File: src/rtl/nsrd_pkg.sv
// shared types and constants for the nibble sprite rom decoder
`default_nettype none

package nsrd_pkg;

  localparam int WORD_W = 16;
  localparam int CFG_W  = 10;
  localparam int PIX_W  = 9;
  localparam int NIB_W  = 4;
  localparam int CNT_W  = 3;   // pixel count per word, 0..4

  localparam logic [NIB_W-1:0] NIB_EMPTY = 4'hf;

  // configuration register indexes
  localparam logic REG_WIDTH  = 1'b0;
  localparam logic REG_HEIGHT = 1'b1;

  typedef struct packed {
    logic [WORD_W-1:0] rom_word;
    logic              new_sprite;
  } in_t;

  typedef struct packed {
    logic [PIX_W-1:0] pixel_col;
    logic [PIX_W-1:0] pixel_row;
    logic [NIB_W-1:0] pixel_value;
    logic             last;
  } out_t;

  // one word's worth of pixel writes, handed from front to back
  typedef struct packed {
    logic [WORD_W-1:0] word;
    logic [PIX_W-1:0]  col;
    logic [PIX_W-1:0]  row;
    logic [CNT_W-1:0]  count;
  } cmd_t;

endpackage

`default_nettype wire

File: src/rtl/nsrd_front.sv
// front end: takes rom words, tracks column/row/skip state, issues pixel commands
`default_nettype none

module nsrd_front #(
  parameter int MAX_DIM = 512
) (
  input  wire logic                        clk_i,
  input  wire logic                        rst_ni,
  input  wire logic [nsrd_pkg::CFG_W-1:0]  cfg_width_i,
  input  wire logic [nsrd_pkg::CFG_W-1:0]  cfg_height_i,
  input  wire logic                        in_valid_i,
  output logic                             in_stall_o,
  input  wire nsrd_pkg::in_t               in_data_i,
  output logic                             push_o,
  output nsrd_pkg::cmd_t                   cmd_o,
  input  wire logic                        full_i
);
  import nsrd_pkg::*;

  localparam int DW = $clog2(MAX_DIM + 1);
  localparam int CW = (DW > CFG_W) ? DW : CFG_W;

  logic [DW-1:0] column_q, column_d;
  logic [DW-1:0] row_q, row_d;
  logic          start_q, start_d;

  logic [DW-1:0] width, height;
  logic [CW-1:0] w_ext, h_ext;
  logic [DW-1:0] col_eff, row_eff, remaining, col_new;
  logic          start_eff, low_empty, finish, accept;
  logic [CNT_W-1:0] lim, count;

  assign w_ext  = CW'(cfg_width_i);
  assign h_ext  = CW'(cfg_height_i);
  assign width  = (w_ext > CW'(MAX_DIM)) ? DW'(MAX_DIM) : DW'(w_ext);
  assign height = (h_ext > CW'(MAX_DIM)) ? DW'(MAX_DIM) : DW'(h_ext);

  assign in_stall_o = full_i;
  assign accept     = in_valid_i && !full_i;

  always_comb begin
    col_eff   = in_data_i.new_sprite ? '0   : column_q;
    row_eff   = in_data_i.new_sprite ? '0   : row_q;
    start_eff = in_data_i.new_sprite ? 1'b1 : start_q;
    low_empty = (in_data_i.rom_word[NIB_W-1:0] == NIB_EMPTY);
    remaining = (col_eff < width) ? (width - col_eff) : '0;
    lim       = low_empty ? CNT_W'(3) : CNT_W'(4);
    count     = (remaining < DW'(lim)) ? CNT_W'(remaining) : lim;
    finish    = low_empty && (remaining >= DW'(4));
    col_new   = col_eff + DW'(count);

    column_d = col_eff;
    row_d    = row_eff;
    start_d  = start_eff;
    push_o   = 1'b0;

    if (row_eff >= height) begin
      // sprite done, word dropped
    end else if (start_eff && low_empty) begin
      // leading skip word
    end else if (start_eff && (width == '0)) begin
      row_d = height;
    end else begin
      push_o = accept && (count != '0);
      if (finish || (col_new >= width)) begin
        row_d    = row_eff + DW'(1);
        column_d = '0;
        start_d  = 1'b1;
      end else begin
        column_d = col_new;
        start_d  = 1'b0;
      end
    end

    cmd_o.word  = in_data_i.rom_word;
    cmd_o.col   = PIX_W'(col_eff);
    cmd_o.row   = PIX_W'(row_eff);
    cmd_o.count = count;
  end

  always_ff @(posedge clk_i or negedge rst_ni) begin
    if (!rst_ni) begin
      column_q <= '0;
      row_q    <= '0;
      start_q  <= 1'b1;
    end else if (accept) begin
      column_q <= column_d;
      row_q    <= row_d;
      start_q  <= start_d;
    end
  end

endmodule

`default_nettype wire

File: src/rtl/nsrd_queue.sv
// four-entry command fifo between front and back
`default_nettype none

module nsrd_queue (
  input  wire logic            clk_i,
  input  wire logic            rst_ni,
  input  wire logic            push_i,
  input  wire nsrd_pkg::cmd_t  cmd_i,
  output logic                 full_o,
  input  wire logic            pop_i,
  output nsrd_pkg::cmd_t       cmd_o,
  output logic                 empty_o
);
  import nsrd_pkg::*;

  cmd_t       mem_q [4];
  logic [1:0] wr_ptr_q, rd_ptr_q;
  logic [2:0] fill_q;
  logic       do_push, do_pop;

  assign full_o  = (fill_q == 3'd4);
  assign empty_o = (fill_q == 3'd0);
  assign do_push = push_i && !full_o;
  assign do_pop  = pop_i && !empty_o;
  assign cmd_o   = mem_q[rd_ptr_q];

  always_ff @(posedge clk_i) begin
    if (do_push) begin
      mem_q[wr_ptr_q] <= cmd_i;
    end
  end

  always_ff @(posedge clk_i or negedge rst_ni) begin
    if (!rst_ni) begin
      wr_ptr_q <= '0;
      rd_ptr_q <= '0;
      fill_q   <= '0;
    end else begin
      if (do_push) wr_ptr_q <= wr_ptr_q + 2'd1;
      if (do_pop)  rd_ptr_q <= rd_ptr_q + 2'd1;
      fill_q <= fill_q + 3'(do_push) - 3'(do_pop);
    end
  end

endmodule

`default_nettype wire

File: src/rtl/nsrd_back.sv
// back end: expands each command into pixel writes, one per cycle unless stalled, into the output register
`default_nettype none

module nsrd_back (
  input  wire logic            clk_i,
  input  wire logic            rst_ni,
  input  wire nsrd_pkg::cmd_t  cmd_i,
  input  wire logic            empty_i,
  output logic                 pop_o,
  output logic                 out_valid_o,
  input  wire logic            out_stall_i,
  output nsrd_pkg::out_t       out_data_o
);
  import nsrd_pkg::*;

  logic [1:0] idx_q, idx_d;
  logic       out_valid_q, out_valid_d;
  out_t       out_q, out_d;
  logic       load, is_last;
  logic [NIB_W-1:0] nib;

  assign load    = !empty_i && (!out_valid_q || !out_stall_i);
  assign is_last = ({1'b0, idx_q} == (cmd_i.count - CNT_W'(1)));
  assign pop_o   = load && is_last;

  always_comb begin
    case (idx_q)
      2'd0:    nib = cmd_i.word[15:12];
      2'd1:    nib = cmd_i.word[11:8];
      2'd2:    nib = cmd_i.word[7:4];
      default: nib = cmd_i.word[3:0];
    endcase
    out_d.pixel_col   = cmd_i.col + PIX_W'(idx_q);
    out_d.pixel_row   = cmd_i.row;
    out_d.pixel_value = (nib == NIB_EMPTY) ? '0 : nib;
    out_d.last        = is_last;
    idx_d             = load ? (is_last ? 2'd0 : idx_q + 2'd1) : idx_q;
    out_valid_d       = load ? 1'b1 : (out_valid_q && out_stall_i);
  end

  always_ff @(posedge clk_i) begin
    if (load) begin
      out_q <= out_d;
    end
  end

  always_ff @(posedge clk_i or negedge rst_ni) begin
    if (!rst_ni) begin
      idx_q       <= '0;
      out_valid_q <= 1'b0;
    end else begin
      idx_q       <= idx_d;
      out_valid_q <= out_valid_d;
    end
  end

  assign out_valid_o = out_valid_q;
  assign out_data_o  = out_q;

endmodule

`default_nettype wire

File: src/rtl/nibble_sprite_rom_decoder_unit.sv
// top level of the nibble sprite rom decoder
// usage:
//   input channel (in_valid_i / in_stall_o / in_data_i) takes one 16-bit rom word per
//   transaction; new_sprite restarts column, row and leading-skip mode for that word.
//   output channel (out_valid_o / out_stall_i / out_data_o) gives one pixel write per
//   transaction, last marks the final pixel of a word. words that write nothing give
//   no transaction at all.
//   config channel (cfg_valid_i / cfg_ready_o) writes sprite_width (index 0) and
//   sprite_height (index 1); always ready, write only while idle.
// timing:
//   front end takes a word per cycle while its 4-entry command queue has room;
//   back end emits one pixel per cycle while out_stall_i is low, so each queued word
//   gives 1 to 4 pixel writes through the single output register. a word's first
//   pixel passes through the command queue and then the output register.
// reset clears the state to row 0, column 0, skip mode, both registers to 0, and
// empties the queue. a stalled receiver holds the output register; the queue then
// fills and in_stall_o rises.
`default_nettype none

module nibble_sprite_rom_decoder_unit #(
  parameter int MAX_DIM = 512
) (
  input  wire logic                        clk_i,
  input  wire logic                        rst_ni,
  input  wire logic                        in_valid_i,
  output logic                             in_stall_o,
  input  wire nsrd_pkg::in_t               in_data_i,
  output logic                             out_valid_o,
  input  wire logic                        out_stall_i,
  output nsrd_pkg::out_t                   out_data_o,
  input  wire logic                        cfg_valid_i,
  output logic                             cfg_ready_o,
  input  wire logic                        cfg_index_i,
  input  wire logic [nsrd_pkg::CFG_W-1:0]  cfg_data_i
);
  import nsrd_pkg::*;

  logic [CFG_W-1:0] width_q, height_q;
  logic             push, pop, full, empty;
  cmd_t             cmd_in, cmd_out;

  // configuration registers, no back-pressure
  assign cfg_ready_o = 1'b1;

  always_ff @(posedge clk_i or negedge rst_ni) begin
    if (!rst_ni) begin
      width_q  <= '0;
      height_q <= '0;
    end else if (cfg_valid_i) begin
      case (cfg_index_i)
        REG_WIDTH:  width_q  <= cfg_data_i;
        REG_HEIGHT: height_q <= cfg_data_i;
        default:    ;
      endcase
    end
  end

  // front: state tracking and word classification
  nsrd_front #(
    .MAX_DIM (MAX_DIM)
  ) u_front (
    .clk_i        (clk_i),
    .rst_ni       (rst_ni),
    .cfg_width_i  (width_q),
    .cfg_height_i (height_q),
    .in_valid_i   (in_valid_i),
    .in_stall_o   (in_stall_o),
    .in_data_i    (in_data_i),
    .push_o       (push),
    .cmd_o        (cmd_in),
    .full_i       (full)
  );

  // decoupling queue
  nsrd_queue u_queue (
    .clk_i   (clk_i),
    .rst_ni  (rst_ni),
    .push_i  (push),
    .cmd_i   (cmd_in),
    .full_o  (full),
    .pop_i   (pop),
    .cmd_o   (cmd_out),
    .empty_o (empty)
  );

  // back: pixel expansion and output register
  nsrd_back u_back (
    .clk_i       (clk_i),
    .rst_ni      (rst_ni),
    .cmd_i       (cmd_out),
    .empty_i     (empty),
    .pop_o       (pop),
    .out_valid_o (out_valid_o),
    .out_stall_i (out_stall_i),
    .out_data_o  (out_data_o)
  );

endmodule

`default_nettype wire

File: config.mk
export PLATFORM = sky130hd
export DESIGN_NAME = nibble_sprite_rom_decoder_unit
export DESIGN_NICKNAME = d
export VERILOG_FILES = /design/src/rtl/nsrd_pkg.sv /design/src/rtl/nsrd_front.sv /design/src/rtl/nsrd_queue.sv /design/src/rtl/nsrd_back.sv /design/src/rtl/nibble_sprite_rom_decoder_unit.sv
export SDC_FILE = /design/constraint.sdc
export NUM_CORES = 1
export LEC_CHECK = 0
export ABC_CLOCK_PERIOD_IN_PS = 14900
export BUFFER_PORTS_ARGS = -buffer_cell sky130_fd_sc_hd__buf_2
export CORE_MARGIN = 2
export CORE_UTILIZATION = 56
export CTS_BUF_LIST = sky130_fd_sc_hd__clkbuf_16
export CTS_CLUSTER_DIAMETER = 40
export CTS_CLUSTER_SIZE = 24
export DETAILED_ROUTE_END_ITERATION = 8
export GPL_ROUTABILITY_DRIVEN = 0
export PLACE_DENSITY = 0.74
export SYNTH_ARGS = -nofsm -noshare
export SYNTH_HDL_FRONTEND = slang
export SYNTH_SLANG_ARGS = --single-unit
File: constraint.sdc
create_clock -name clk_i -period 14.9 [get_ports clk_i]
set_input_delay 2.235 -clock clk_i [delete_from_list [all_inputs] [get_ports clk_i]]
set_output_delay 2.235 -clock clk_i [all_outputs]
set_load 0.1 [all_outputs]
==> results.py, run 1 <==
metrics = {
    "clock_tree": {
        "cts_tree": "done",
        "clock_latency_ns": 0.56,
        "cts_hold_buffers": 0,
        "cts_buffers": 31,
        "cts-root-buf": "clkbuf_16",
        "post_cts_resized": 0,
        "numClockSinks": 222,
        "htreeDepth": 1,
        "cts.reportedPaths.clkPinSlew_ns": 0.06,
        "cts_buffer_depth": 3,
        "cts_setup_buffers": 0,
    },
    "timing": {
        "post-route-min-period_ns": 8.89,
        "worstMarginPinSlew_ns": 0.817,
        "setup_viol": 0,
        "grt_setup_unrepaired": "no",
        "finalHoldViolCount": 0,
        "tns_ns": 0,
        "max_freq_mhz": 112,
        "relSlewSlack_pct": 45.4,
        "skew_ns": 0.0198,
        "slew_viol_final": 0,
        "period_share_pct": 59.7,
    },
    "global_routing": {
        "grt_pass1_vias": 6870,
        "grt_max_degree": 52,
        "overflow": 0,
        "antenna_found_initial": 0,
        "grt_first_pass_wirelength_mm": 35.1,
        "grt_usage_pct": 22.2,
    },
    "logic_synthesis": {
        "asyncSetResetFlopFracSynth_pct": 23.0,
        "synth_edf_count": 171,
        "seq_area_frac_synth_pct": 60.5,
        "synth_area_leader_cell": "edfxtp_1",
        "ys_top_cells_by_area": "edfxtp_1 48%, dfrtp_1 12%, mux4_2 7.9%",
        "netlist_instances": 739,
        "syn_avg_cell_area_um2": 14.3,
        "yosys_warnings": 0,
        "ys_types": 79,
        "synthFlopType": "edfxtp_1",
        "synth.top_cell.area_share_pct": 48.5,
        "synth_area_um2": 10600,
        "ys_ff_latch": 222,
        "synth_nets": 823,
    },
    "place": {
        "numPortBuffers": 57,
        "placed_area_um2": 11100,
        "hpwl_mm": 14.4,
    },
    "final_layout": {
        "layout_commonest_cell": "edfxtp_1",
        "syn_to_final_growth_pct": 14.9,
        "multiInputGateArea_um2": 3900,
        "final_area_um2": 12200,
        "register_area_um2": 6410,
        "layout-drive-gt1-share_pct": 23.9,
        "n_antenna_cell": 0,
        "finalNetCount": 900,
        "fillers": 1334,
        "final_cell_mix": "171 x edfxtp_1, 57 x buf_2, 52 x nand2_1",
    },
    "critical_path": {
        "cp_top_family": "compound AO/OA/AOI/OAI gates",
        "start_kind": "primary input",
        "arrival_ns": 9.38,
        "crit_type": "primary input to register",
        "crit_top_cell": "ha_1",
        "critPathMaxFanout": 30,
        "slowest_delay_ns": 0.57,
        "cp_num_buf_inv": 4,
        "end_kind": "register",
        "critPathSlowestCell": "nor2b_1",
        "cp.required_ns": 15.39,
    },
    "routing": {
        "wl_mm": 21.6,
        "drcViolationCount": 0,
        "wire_per_inst_um": 20.1,
        "drt-initial-drc-count": 659,
        "viasPerCell": 6.07,
        "ant_nets": 0,
        "first_pass_iters": 5,
        "dr_total_vias": 6519,
    },
    "pwr": {
        "vdd_ir_drop_max_uv": 107,
        "total_leakage_power_uw": 0.00473,
        "power_density_nw_per_um2": 212,
    },
    "floorplan": {
        "die_w_um": 142,
        "core_um2": 18600,
        "io_pins": 59,
        "rows": 50,
        "dieArea_um2": 20000,
        "die_h_um": 142,
        "start_util_pct": 56.8,
    },
    "outcome": {
        "outcome": "finished clean",
    },
    "hold_path": {
        "min_path_type": "register to register",
    },
    "run": {
        "drv_cap": 0,
    },
}
==> cell usage after synthesis (11+ instances only) <==
| cell | number |
|---|---|
| xnor2_1 | 18 |
| mux2_2 | 20 |
| a21oi_1 | 25 |
| edfxtp_1 | 171 |
| nand2_1 | 52 |
| mux4_2 | 37 |
| xor2_1 | 11 |
| inv_1 | 44 |
| dfrtp_1 | 50 |
| ha_1 | 47 |
| nand2b_1 | 15 |
| nor2_1 | 40 |
| nand3_1 | 14 |
| nand4_1 | 11 |
| nor2b_1 | 17 |
==> layer usage <==
layer | up-vias | routed length [um] | GRT usage, %
met5 | - | 0 | 0
met4 | 0 | 629 | 7.84
met3 | 59 | 1430 | 3.91
met2 | 268 | 10500 | 37.2
met1 | 3223 | 9000 | 29.6
li1 | 2969 | - | -
==> final cells by class <==
type / instances / share of cell area (%)
Timing Repair Buffer: 65 / 2.84
Tap cell: 234 / 2.40
Sequential cell: 222 / 52.7
Multi-Input combinational cell: 449 / 32.1
Inverter: 47 / 1.45
Clock buffer: 31 / 6.37
Clock inverter: 26 / 2.20
==> kinds of logic after synthesis <==
group | after synthesis | share of synthesized area [%]
flops | 222 | 60.5
simple gates | 193 | 9.25
compound gates | 113 | 8.28
buf+inv | 68 | 2.67
mux | 60 | 10.3
fa+ha+maj | 52 | 6.41
xor+xnor | 30 | 2.55
other cells | 1 | 0.0354
==> path summary, 6_finish.rpt <==
check,slack [ns],startpoint,depth (start not counted),endpoint
min in group asynchronous,1.81,rst_ni,2,u_back.idx_q[0]
worst min register to register,0.48,u_front.start_q,2,u_front.start_q
worst max register to register,7.55,width_q[9],32,u_front.column_q[0]
worst min-delay path,0.48,u_front.start_q,2,u_front.start_q
worst max-delay path,6.01,in_data_i[0],31,u_front.column_q[0]
max in group asynchronous,12.61,rst_ni,2,u_queue.rd_ptr_q[0]
==> registers in the layout (all words and copies together), names as in the netlist <==
signal	flops
u_back.idx_q	2
u_back.out_valid_o	1
height_q	10
u_front.row_q	10
u_queue.wr_ptr_q	2
width_q	10
u_back.out_data_o	23
u_front.column_q	10
u_queue.mem_q	148
u_queue.fill_q	3
u_queue.rd_ptr_q	2
u_front.start_q	1
==> tightest hold or removal path, delay by kind of cell (launching register included) <==
kind,cells,cell delay [ns]
buf+inv,1,0.05
compound gates,1,0.05
flops,1,0.38
==> stage by stage <==
step                      util [%]  hold slack [ns]  setup slack (ns)  total power (uW)  instances
after CTS                     65.3            0.475              6.10              2600       1074
after global placement        59.7            0.460              5.92              1830       1017
final                         65.3            0.483              6.01              2580       1074
after global routing          65.3            0.498              5.28              2710       1074
after detailed placement      59.7            0.461              5.56              1870       1017
after floorplan                  -            0.447              6.27              1670        739
==> power by group <==
part           leakage, uW  switching [uW]  internal, uW
combinational      0.00201             636           307
clock             0.000509             292           429
sequential         0.00222            72.7           841
Power figures use the tool's default switching activity.
==> run 2, diff against run 1 <==
--- a/config.mk
+++ b/config.mk
@@ -5,7 +5,8 @@
 export SDC_FILE = /design/constraint.sdc
 export NUM_CORES = 1
 export LEC_CHECK = 0
-export ABC_CLOCK_PERIOD_IN_PS = 14900
+export ABC_AREA = 1
+export ABC_CLOCK_PERIOD_IN_PS = 9200
 export BUFFER_PORTS_ARGS = -buffer_cell sky130_fd_sc_hd__buf_2
 export CORE_MARGIN = 2
 export CORE_UTILIZATION = 56
==> constraint.sdc (replaced) <==
create_clock -name clk_i -period 9.2 [get_ports clk_i]
set_input_delay 1.38 -clock clk_i [delete_from_list [all_inputs] [get_ports clk_i]]
set_output_delay 1.38 -clock clk_i [all_outputs]
set_load 0.1 [all_outputs]
==> run 2 against run 1 <==
Worst hold slack improved by 0.0039 ns. Die area rose by 5.3%. Cell area increased by 4.8%. Sequential share of layout area fell by 2.4 points. Clock power up 62%. Global-route usage up 0.31 points. Sequential power up 67%. Largest cell class unchanged. Core utilization increased by 0.051 points. Critical endpoint is now u_front.column_q[8].
==> results.py, run 2 <==
metrics = {
    "critical_path": {
        "worstReg2RegEnd": "u_front.column_q[8]",
        "arrival_ns": 7.76,
        "critPathMaxFanout": 15,
        "slowest_delay_ns": 0.45,
        "r2r_cells": 44,
        "reg2reg_from": "width_q[4]",
        "cp.required_ns": 9.65,
        "crit_top_cell": "nand2_1",
        "rrSetupSlack_ns": 2.23,
        "crit_type": "primary input to register",
        "cp_num_buf_inv": 9,
        "start_kind": "primary input",
        "end_kind": "register",
        "cp_top_family": "simple AND/OR/NAND/NOR gates",
        "critPathSlowestCell": "a21oi_2",
    },
    "routing": {
        "first_pass_iters": 5,
        "ant_nets": 0,
        "drcViolationCount": 0,
        "viasPerCell": 5.45,
        "wire_per_inst_um": 16.0,
        "dr_total_vias": 8140,
        "drt-initial-drc-count": 817,
        "wl_mm": 23.9,
    },
    "clock_tree": {
        "cts_buffers": 29,
        "cts_setup_buffers": 0,
        "cts_buffer_depth": 3,
        "htreeDepth": 1,
        "clock_latency_ns": 0.54,
        "cts.reportedPaths.clkPinSlew_ns": 0.06,
        "cts_hold_buffers": 0,
        "cts_tree": "done",
        "post_cts_resized": 0,
        "cts-root-buf": "clkbuf_16",
        "numClockSinks": 222,
    },
    "logic_synthesis": {
        "synth_area_leader_cell": "edfxtp_1",
        "ys_ff_latch": 222,
        "synthTopCellsByCount": "231 x nand2_1, 171 x edfxtp_1, 134 x inv_1, 122 x nor2_1, 84 x o21ai_0",
        "synth_edf_count": 171,
        "synth_nets": 1232,
        "synthFlopType": "edfxtp_1",
        "yosysMostFrequentCell": "nand2_1",
        "syn_avg_cell_area_um2": 9.73,
        "netlist_instances": 1148,
        "ys_top_cells_by_area": "edfxtp_1 46%, dfrtp_1 11%, nand2_1 7.8%",
        "synth.top_cell.area_share_pct": 45.9,
        "seq_area_frac_synth_pct": 57.4,
        "asyncSetResetFlopFracSynth_pct": 23.0,
        "ys_types": 47,
        "yosys_warnings": 0,
        "synth_area_um2": 11200,
    },
    "hold_path": {
        "worstHoldPathCells": 2,
        "hold_end": "u_front.column_q[0]",
        "min_path_type": "register to register",
        "holdCritStartpoint": "u_front.column_q[0]",
    },
    "pwr": {
        "power_density_nw_per_um2": 379,
        "total_leakage_power_uw": 0.00551,
        "power.total_uw": 4830,
        "vdd_ir_drop_max_uv": 183,
    },
    "final_layout": {
        "n_antenna_cell": 0,
        "finalNetCount": 1289,
        "final_cell_mix": "231 x nand2_1, 171 x edfxtp_1, 137 x inv_1",
        "layout_commonest_cell": "nand2_1",
        "max_flop_register": "u_queue.mem_q",
        "syn_to_final_growth_pct": 14.2,
        "layout-drive-gt1-share_pct": 12.5,
        "largest_register_ff_count": 148,
    },
    "timing": {
        "relSlewSlack_pct": 33.2,
        "tns_ns": 0,
        "grt_setup_unrepaired": "no",
        "setup_viol": 0,
        "period_share_pct": 79.4,
        "post-route-min-period_ns": 7.31,
        "slew_viol_final": 0,
        "finalHoldViolCount": 0,
        "skew_ns": 0.0298,
        "max_freq_mhz": 137,
        "worstMarginPinSlew_ns": 1.00,
    },
    "global_routing": {
        "antenna_found_initial": 0,
        "grt_pass1_vias": 7783,
        "overflow": 0,
        "grt_max_degree": 76,
        "grt_usage_pct": 22.5,
        "grt_first_pass_wirelength_mm": 38.8,
    },
    "place": {
        "hpwl_mm": 15.5,
        "numPortBuffers": 57,
    },
    "floorplan": {
        "io_pins": 59,
        "start_util_pct": 57.2,
        "die_h_um": 145,
        "rows": 51,
        "core_um2": 19500,
        "dieArea_um2": 21100,
        "die_w_um": 145,
    },
    "outcome": {
        "outcome": "finished clean",
    },
    "run": {
        "drv_cap": 0,
    },
}
[run 2: cell types whose count changed after synthesis, moves of 20 or more]
cell      delta
mux4_2      -37
inv_1       +90
clkbuf_1    +24
nand2_1    +179
nand3_1     +58
a21oi_1     +32
nor2_1      +82
mux2_2      -20
o21ai_0     +74
[run 2: cells by family (layout without fill, tap and decap cells)]
logic type	Yosys count	in the layout	share of synthesized area, %
xor gates and xnor gates	29	29	2.27
other	1	1	0.0336
buffers and inverters	180	260	6.28
adders and majority gates	51	51	5.98
AOI/OAI and AO/OA	190	190	9.66
and+or+nand+nor	475	475	18.4
DFF	222	222	57.4
[run 2: per-stage QoR]
| stage | setup slack, ns | utilization, % | cells | instance area, um^2 | hold slack (ns) |
|---|---|---|---|---|---|
| global placement | 1.66 | 60.0 | 1439 | 11700 | 0.465 |
| CTS | 1.95 | 65.4 | 1493 | 12800 | 0.488 |
| finish | 1.89 | 65.4 | 1493 | 12800 | 0.487 |
| detailed placement | 1.38 | 60.0 | 1439 | 11700 | 0.470 |
| floorplan | 2.69 | - | 1148 | 11200 | 0.449 |
| global route | 1.17 | 65.4 | 1493 | 12800 | 0.509 |
[run 2: cell type report]
cell class,instances,area [um^2]
fill,1504,6760
sequential,222,6410
multi-input combinational,746,4100
clock buffer,29,726
inverter,139,524
timing repair buffer,67,360
tap,265,332
clock inverter,25,312
[run 2: worst min-delay path, delay by kind of cell (launching register included)]
family,cells,cell delay (ns)
DFF,1,0.35
and+or+nand+nor,2,0.10
[run 2: where the power goes]
part | internal [uW] | switching, uW | total (uW)
sequential | 1430 | 97.0 | 1530
clock | 711 | 458 | 1170
combinational | 561 | 1580 | 2140
total | 2700 | 2130 | 4830
[run 2: metal layers]
layer	up-vias	wire length (um)	track usage, %
li1	4007	-	-
met5	-	0	0
met2	271	11200	37.0
met1	3827	10800	31.8
met3	35	1490	2.92
met4	0	437	6.32
[run 2: worst max-delay path by stage]
stage	endpoint	start	slack [ns]	cells after the start
finish	u_front.column_q[8]	in_data_i[0]	1.89	43
global route	u_front.column_q[8]	in_data_i[0]	1.17	43
CTS	u_front.column_q[1]	in_data_i[0]	1.95	43
floorplan	u_front.row_q[3]	in_data_i[0]	2.69	39
detailed placement	u_front.column_q[4]	in_data_i[0]	1.38	43
global placement	u_front.column_q[8]	in_data_i[0]	1.66	43
